## config.mk

```make
export PLATFORM = sky130hd
export DESIGN_NAME = svmx_ctrl
export DESIGN_NICKNAME = d
export VERILOG_FILES = /design/src/svmx_pkg.sv /design/src/svmx_ctrl.sv
export SDC_FILE = /design/constraint.sdc
export NUM_CORES = 1
export LEC_CHECK = 0
export BUFFER_PORTS_ARGS = -buffer_cell sky130_fd_sc_hd__buf_2
export CAP_MARGIN = 20
export CORE_MARGIN = 3
export CORE_UTILIZATION = 25
export DETAILED_ROUTE_END_ITERATION = 16
export GPL_TIMING_DRIVEN = 0
export PLACE_DENSITY = 0.5
export SYNTH_ARGS = -nofsm -noshare
export SYNTH_HDL_FRONTEND = slang
export SYNTH_SLANG_ARGS = --single-unit
export TNS_END_PERCENT = 10
```

## constraint.sdc

```tcl
create_clock -name clk_i -period 4.35 [get_ports clk_i]
set_input_delay 0.2175 -clock clk_i [delete_from_list [all_inputs] [get_ports clk_i]]
set_output_delay 0.2175 -clock clk_i [all_outputs]
set_load 0.02 [all_outputs]
```

## src/svmx_pkg.sv

```systemverilog
package svmx_pkg;

  // default sizes of the storage
  localparam int unsigned DEF_NUM_VARS    = 64;
  localparam int unsigned DEF_CALL_DEPTH  = 16;
  localparam int unsigned DEF_ARENA_WORDS = 1024;
  localparam int unsigned MAX_LINES       = 1024;

  // field widths
  localparam int unsigned DATA_W    = 64;
  localparam int unsigned PC_W      = 11;
  localparam int unsigned KIND_W    = 4;
  localparam int unsigned CMP_W     = 3;
  localparam int unsigned TGT_W     = 10;
  localparam int unsigned STATUS_W  = 2;
  localparam int unsigned CFG_IDX_W = 8;

  // xorshift64 shift amounts
  localparam int unsigned XS_A = 13;
  localparam int unsigned XS_B = 7;
  localparam int unsigned XS_C = 17;

  typedef enum logic [CFG_IDX_W-1:0] {
    CFG_PROGRAM_LINES = 8'd0,
    CFG_RNG_SEED      = 8'd1
  } cfg_idx_e;

  typedef enum logic [KIND_W-1:0] {
    K_SET    = 4'd0,
    K_ADD    = 4'd1,
    K_SUB    = 4'd2,
    K_MUL    = 4'd3,
    K_DIV    = 4'd4,
    K_RND    = 4'd5,
    K_GOTO   = 4'd6,
    K_GOSUB  = 4'd7,
    K_RETURN = 4'd8,
    K_IF     = 4'd9,
    K_ALLOC  = 4'd10,
    K_POKE   = 4'd11,
    K_PEEK   = 4'd12,
    K_FLIP   = 4'd13,
    K_END    = 4'd14,
    K_NOP    = 4'd15
  } kind_e;

  typedef enum logic [CMP_W-1:0] {
    CMP_EQ = 3'd0,
    CMP_NE = 3'd1,
    CMP_LT = 3'd2,
    CMP_GT = 3'd3,
    CMP_LE = 3'd4,
    CMP_GE = 3'd5
  } cmp_e;

  typedef enum logic [STATUS_W-1:0] {
    ST_CONT     = 2'd0,
    ST_YIELD    = 2'd1,
    ST_ENDED    = 2'd2,
    ST_CALL_ERR = 2'd3
  } status_e;

  typedef enum logic [3:0] {
    S_CLEAR,
    S_IDLE,
    S_FETCH_A,
    S_FETCH_B,
    S_FETCH_C,
    S_FETCH_W,
    S_EXEC,
    S_WAIT,
    S_PEEK,
    S_WB
  } state_e;

  typedef enum logic [1:0] {
    RD_A,
    RD_B,
    RD_C
  } rd_sel_e;

  // controller to datapath
  typedef struct packed {
    logic    clr_en;
    logic    take_in;
    rd_sel_e rd_sel;
    logic    cap_a;
    logic    cap_b;
    logic    cap_c;
    logic    exec;
    logic    peek_cap;
    logic    wb;
    logic    load_out;
  } cmd_t;

  // datapath to controller
  typedef struct packed {
    logic clr_done;
    logic long_op;
    logic peek_op;
    logic unit_done;
  } sts_t;

  function automatic logic [DATA_W-1:0] xorshift64(input logic [DATA_W-1:0] s);
    logic [DATA_W-1:0] t;
    t = s ^ (s << XS_A);
    t = t ^ (t >> XS_B);
    t = t ^ (t << XS_C);
    return t;
  endfunction

endpackage

```

## src/svmx_ctrl.sv

```systemverilog
module svmx_ctrl (
  input  logic           clk_i,
  input  logic           rst_ni,
  input  logic           in_valid_i,
  output logic           in_ready_o,
  output logic           out_valid_o,
  input  logic           out_ready_i,
  input  svmx_pkg::sts_t sts_i,
  output svmx_pkg::cmd_t cmd_o
);
  import svmx_pkg::*;

  state_e state_q, state_d;
  logic   out_valid_q, out_valid_d;
  logic   out_free;

  assign out_free = !out_valid_q || out_ready_i;

  // next state
  always_comb begin
    state_d = state_q;
    case (state_q)
      S_CLEAR:   if (sts_i.clr_done) state_d = S_IDLE;
      S_IDLE:    if (in_valid_i) state_d = S_FETCH_A;
      S_FETCH_A: state_d = S_FETCH_B;
      S_FETCH_B: state_d = S_FETCH_C;
      S_FETCH_C: state_d = S_FETCH_W;
      S_FETCH_W: state_d = S_EXEC;
      S_EXEC: begin
        if (sts_i.long_op) state_d = S_WAIT;
        else if (sts_i.peek_op) state_d = S_PEEK;
        else state_d = S_WB;
      end
      S_WAIT:    if (sts_i.unit_done) state_d = S_WB;
      S_PEEK:    state_d = S_WB;
      S_WB:      if (out_free) state_d = S_IDLE;
      default:   state_d = S_CLEAR;
    endcase
  end

  // commands
  always_comb begin
    cmd_o = '0;
    cmd_o.rd_sel = RD_A;
    case (state_q)
      S_CLEAR:   cmd_o.clr_en = 1'b1;
      S_IDLE:    cmd_o.take_in = in_valid_i;
      S_FETCH_A: cmd_o.rd_sel = RD_A;
      S_FETCH_B: begin
        cmd_o.rd_sel = RD_B;
        cmd_o.cap_a  = 1'b1;
      end
      S_FETCH_C: begin
        cmd_o.rd_sel = RD_C;
        cmd_o.cap_b  = 1'b1;
      end
      S_FETCH_W: cmd_o.cap_c = 1'b1;
      S_EXEC:    cmd_o.exec = 1'b1;
      S_PEEK:    cmd_o.peek_cap = 1'b1;
      S_WB: begin
        cmd_o.wb       = 1'b1;
        cmd_o.load_out = out_free;
      end
      default:   cmd_o.rd_sel = RD_A;
    endcase
  end

  // result beat valid
  always_comb begin
    if (cmd_o.load_out) out_valid_d = 1'b1;
    else if (out_ready_i) out_valid_d = 1'b0;
    else out_valid_d = out_valid_q;
  end

  always_ff @(posedge clk_i or negedge rst_ni) begin
    if (!rst_ni) begin
      state_q     <= S_CLEAR;
      out_valid_q <= 1'b0;
    end else begin
      state_q     <= state_d;
      out_valid_q <= out_valid_d;
    end
  end

  assign in_ready_o  = (state_q == S_IDLE);
  assign out_valid_o = out_valid_q;

endmodule

```

==> impl_metrics.tcl, run 1 <==
set metrics [dict create \
    status "finished, final reports clean" \
    holdPathStages 3 \
    drt_iter0_drc 10 \
    setup_viol 0 \
    clk_latency_ns 0.23 \
    gr-usage-all-layers 0.1064 \
    grt_pass1_wl_um 1780 \
    layout_min_cycle_time_ns 1.903 \
    max_freq_mhz 525.5 \
    rsz0062_at_grt "false" \
    die_w_um 47.74 \
    netlist.area_leader.share 0.2874 \
    core_mm2 0.001577 \
    seq_area_frac_synth 0.2874 \
    die_height_um 47.74 \
    n_antenna_cell 0 \
    fin_skew_ns 0.0002102 \
    synth_seq_cells 5 \
    die-area_mm2 0.002279 \
    syn2layout_area_growth_pct 35.92 \
    wl_per_cell_um 11.59 \
    initial_core_util 0.2762 \
    cts.sinks 5 \
    finalInstanceArea_um2 591.8 \
    viasPerCell 5.113 \
    synth.area.top_cells "dfrtp_1, nand2b_1, nor3_1" \
    ctsHtreeMaxLevel 1 \
    clockBufferDepth 2 \
    synth_nets 64 \
    synth.distinct_cells 27 \
    required_ns 4.13 \
    dp_hpwl_um 898.3 \
    yosysTopAreaCell "dfrtp_1" \
    ir_drop_uv 217.1 \
    gp_congestion 0.7222 \
    cap_viol_max_count 0 \
    cellPowerDensity_mw_per_mm2 792.1 \
    tightest_slew_ns 0.4397 \
    synth_edf_count 0 \
    antenna_found_initial 0 \
    final_core_util 0.3754 \
    start_kind "flop" \
    num_rows 14 \
    r2r_cells 4 \
    via_count 496 \
    drive_gt1_frac 0.3704 \
    finalCritPeriodShare 0.4375 \
    drt_pre_antenna_iters 4 \
    grt_overflow 0 \
    cts_tree "built" \
    relSlewSlack 0.7069 \
    final_max_slew_viol_count 0 \
    root_buffer "clkbuf_4" \
    grt_pass1_vias 411 \
    cp.arrival_ns 1.69 \
    criticalPathCategory "flop to output port" \
    cp_max_fo 10 \
    p_leak_nw 0.3077 \
    yosysWarnings 0 \
    hold_violations 0 \
    cts_made_buffers 3 \
    drt-total-wl_um 1124 \
    syn_area_per_cell_um2 7.775 \
    ant_nets 0 \
    fin_nets 90 \
    synth-main-ff-cell "dfrtp_1" \
    hold_slack_ns 0.2821 \
    async_flop_share 1.000 \
    placed_cell_area_um2 555.5 \
    cp-end-kind "output port" \
    synthCells 56 \
    grt_max_degree 11 \
    drc 0 \
    hp-class "primary input to flop" \
    syn_area_um2 435.4 \
    fin_setup_tns_ns 0 \
    ios 21 \
    postCtsSetupBuffers 0 \
    clkTransAtPathRegs_ns 0.04 \
    io_buffer_count 20 \
]
-- timing repair --
item | CTS | global route
gates resized for setup | 0 | 0
endpoints found under the hold margin | 5 | 0
hold buffers | 1 | 0
-- cells in the final DEF, fill, tap and decap left out, types with 3 or more instances in the layout --
| cell type | n |
|---|---|
| dfrtp_1 | 5 |
| clkbuf_4 | 3 |
| buf_2 | 20 |
| inv_1 | 4 |
| a21oi_1 | 3 |
| nor3_1 | 7 |
| nor2_1 | 4 |
| clkbuf_1 | 4 |
| nand2_1 | 3 |
| nand2b_1 | 6 |
-- layout make-up --
class	instances	area [um2]
Sequential cell	5	125.1
Timing Repair Buffer	21	110.1
Tap cell	16	20.02
Clock buffer	4	26.28
Multi-Input combinational cell	40	261.5
Buffer	6	30.03
Inverter	5	18.77
Fill cell	183	984.7
-- state kept, by name, summed over array words and instances, names as in the netlist --
signal	flops
out_valid_o	1
state_q	4
-- critical path: stages (launching register included) --
cell and delay (ns):
dfrtp_1 0.43, clkbuf_1 0.36, nand2_1 0.13, nor3_1 0.23, buf_4 0.15, buf_2 0.15
-- layer usage --
metal  share of wire  wire length (um)  GRT usage  up-vias
li1                -                 -          -      248
met1            0.45               510     0.1528      231
met2            0.47               526     0.1741       17
met3           0.077                87    0.01128        0
met4               0                 0    0.01613        0
met5               0                 0          0        -
-- cells by family after synthesis --
logic type             Yosys count  synth area share
buffers and inverters           11            0.1120
AO/OA/AOI/OAI                   11            0.1926
flip-flops                       5            0.2874
multiplexers                     2           0.05746
AND/OR/NAND/NOR                 27            0.3506
-- final timing paths --
kind                              from          end  slack (ns)
max reg2reg                 state_q[3]   state_q[0]        2.68
min reg2reg                out_valid_o  out_valid_o        0.52
min                        out_ready_i  out_valid_o        0.28
max                         state_q[0]     cmd_o[7]        2.45
max in group asynchronous       rst_ni   state_q[2]        3.89
min in group asynchronous       rst_ni   state_q[3]        0.33
-- cells in the mapped netlist (2+ instances only) --
cell / n
nor3_1: 7
nand2b_1: 6
dfrtp_1: 5
inv_1: 4
a21oi_1: 3
nor4_1: 2
nand2_1: 3
nor2_1: 4
buf_4: 2
clkbuf_1: 3
-- power by group --
part | switching, mW | leakage, nW | internal (mW) | total, mW
sequential | 0.0238 | 0.0631 | 0.0693 | 0.0931
clock | 0.0183 | 0.0150 | 0.0346 | 0.0530
combinational | 0.197 | 0.230 | 0.126 | 0.323
-- stage by stage --
step	std cells	power, mW	worst slack, ns
floorplan	56	0.3321	2.570
global placement	92	0.4159	2.691
detailed placement	92	0.4152	2.708
CTS	97	0.4714	2.460
global route	97	0.5112	2.318
finish	97	0.4688	2.447
Power figures use the tool's default switching activity.
==> inputs of run 2 (changes only) <==
--- a/config.mk
+++ b/config.mk
@@ -11,7 +11,7 @@
 export CORE_UTILIZATION = 25
 export DETAILED_ROUTE_END_ITERATION = 16
 export GPL_TIMING_DRIVEN = 0
-export PLACE_DENSITY = 0.5
+export PLACE_DENSITY = 0.51
 export SYNTH_ARGS = -nofsm -noshare
 export SYNTH_HDL_FRONTEND = slang
 export SYNTH_SLANG_ARGS = --single-unit
==> constraint.sdc (replaced) <==
create_clock -name clk_i -period 1.7 [get_ports clk_i]
set_input_delay 0.085 -clock clk_i [delete_from_list [all_inputs] [get_ports clk_i]]
set_output_delay 0.085 -clock clk_i [all_outputs]
set_load 0.02 [all_outputs]
==> run 2 against run 1 <==
Effect of this change:
- sequential cell count unchanged
- sequential power grew to 2.7 times the previous value
- final area is 3.4% higher
- via count decreased by 5.8%
- clock power rose to 2.6 times the previous value
- register-to-register slack worse by 2.6 ns
- worst setup slack got worse by 2.4 ns
- non-clock buffer count stayed put
==> impl_metrics.tcl, run 2 (synthesized netlist as in run 1, its figures left out) <==
set metrics [dict create \
    cts_tree "built" \
    dp_hpwl_um 894.3 \
    io_buffer_count 20 \
    gr-usage-all-layers 0.1185 \
    drive_gt1_frac 0.4691 \
    slowest_stage "or4_4" \
    initial_core_util 0.2762 \
    finalCritPeriodShare 0.9586 \
    grt_overflow 0 \
    grt_pass1_vias 431 \
    start_kind "flop" \
    cts_made_buffers 3 \
    root_buffer "clkbuf_4" \
    antenna_found_initial 0 \
    clk_latency_ns 0.24 \
    ios 21 \
    drt_pre_antenna_iters 4 \
    hp-class "primary input to flop" \
    crit_chain "or4_4 > a21oi_2 > a221oi_2 > mux2_4" \
    fin_nets 90 \
    ir_drop_uv 706.8 \
    postCtsSetupBuffers 0 \
    final_common_cell "buf_2" \
    viasPerCell 4.814 \
    wl_per_cell_um 11.54 \
    ant_nets 0 \
    cp_max_fo 5 \
    die_w_um 47.74 \
    cp.depth 4 \
    drt_iter0_drc 2 \
    required_ns 1.82 \
    clockBufferDepth 2 \
    power_mw 1.236 \
    holdPathStages 3 \
    n_antenna_cell 0 \
    die_height_um 47.74 \
    critPathMaxStageDelay_ns 0.55 \
    final_max_slew_viol_count 0 \
    tightest_slew_ns 0.2672 \
    fin_skew_ns 0.002188 \
    hold_slack_ns 0.1449 \
    cp_top_family "simple AND/OR/NAND/NOR gates" \
    p_leak_nw 0.3249 \
    fin_setup_tns_ns 0 \
    clkTransAtPathRegs_ns 0.04 \
    max_freq_mhz 613.6 \
    cp-end-kind "flop" \
    grt_max_degree 11 \
    cp_num_buf_inv 0 \
    relSlewSlack 0.8193 \
    cellPowerDensity_mw_per_mm2 2021 \
    r2r_cells 4 \
    cts.sinks 5 \
    setup_viol 0 \
    rsz0062_at_grt "false" \
    setup_ws_ns 0.07039 \
    grt_pass1_wl_um 1897 \
    largest_register_ffs 4 \
    die-area_mm2 0.002279 \
    post-place-ws_ns 0.06761 \
    gp_congestion 0.7450 \
    cap_viol_max_count 0 \
    layout_min_cycle_time_ns 1.630 \
    drc 0 \
    num_rows 14 \
    drt-total-wl_um 1119 \
    core_mm2 0.001577 \
    top_register "state_q" \
    ctsHtreeMaxLevel 1 \
    via_count 467 \
    cp.arrival_ns 1.75 \
    criticalPathCategory "flop to flop" \
    syn2layout_area_growth_pct 40.52 \
    final_cell_mix "buf_2, nor3_1, nand2b_1, inv_1, nor2_1" \
    status "finished, final reports clean" \
    hold_violations 0 \
]
-- run 2: tightest hold or removal path, cell delays in order --
cell and delay [ns]:
buf_2 0.08, nand2b_1 0.12, nand2_1 0.06
-- run 2: repair_timing --
action / CTS / global route
hold buffers: 1 / 0
resized for setup: 2 / 8
pin swaps: 0 / 0
hold endpoints to repair: 5 / 0
endpoints found under the setup margin: 1 / 7
-- run 2: metrics by stage --
step           instances  instance area (um2)    util
6_report              97                611.8  0.3881
5_1_grt               97                611.8  0.3881
3_5_place_dp          92                560.5  0.3556
3_3_place_gp          92                560.5  0.3556
2_1_floorplan         56                440.4       -
4_1_cts               97                599.3  0.3802
-- run 2: report_power, final --
| group | internal, mW | switching [mW] | leakage [nW] |
|---|---|---|---|
| registers | 0.182 | 0.0721 | 0.0610 |
| logic | 0.352 | 0.494 | 0.249 |
| clock network | 0.0886 | 0.0469 | 0.0150 |
-- run 2: final cells by class --
type	count	area (um2)
fillers	191	964.7
multi-input cells	40	274.0
flip-flops and latches	5	127.6
repair buffers	21	110.1
plain buffers	6	35.03
clock buffers	4	26.28
well taps	16	20.02
inverters	5	18.77
-- run 2: path summary, 6_finish.rpt --
path | slack, ns | from | end
max | 0.07 | state_q[2] | state_q[0]
max in group asynchronous | 1.37 | rst_ni | state_q[1]
min | 0.14 | out_ready_i | out_valid_o
min in group asynchronous | 0.18 | rst_ni | out_valid_o
max reg2reg | 0.07 | state_q[2] | state_q[0]
min reg2reg | 0.52 | out_valid_o | out_valid_o
-- run 2: per-layer routing --
layer	part of all wire	routed length, um	track usage	vias to the layer above
met4	0	0	0.01613	0
met1	0.48	539	0.1573	206
met3	0.053	59	0.05639	0
met5	0	0	0	-
li1	-	-	-	248
met2	0.46	520	0.1794	13
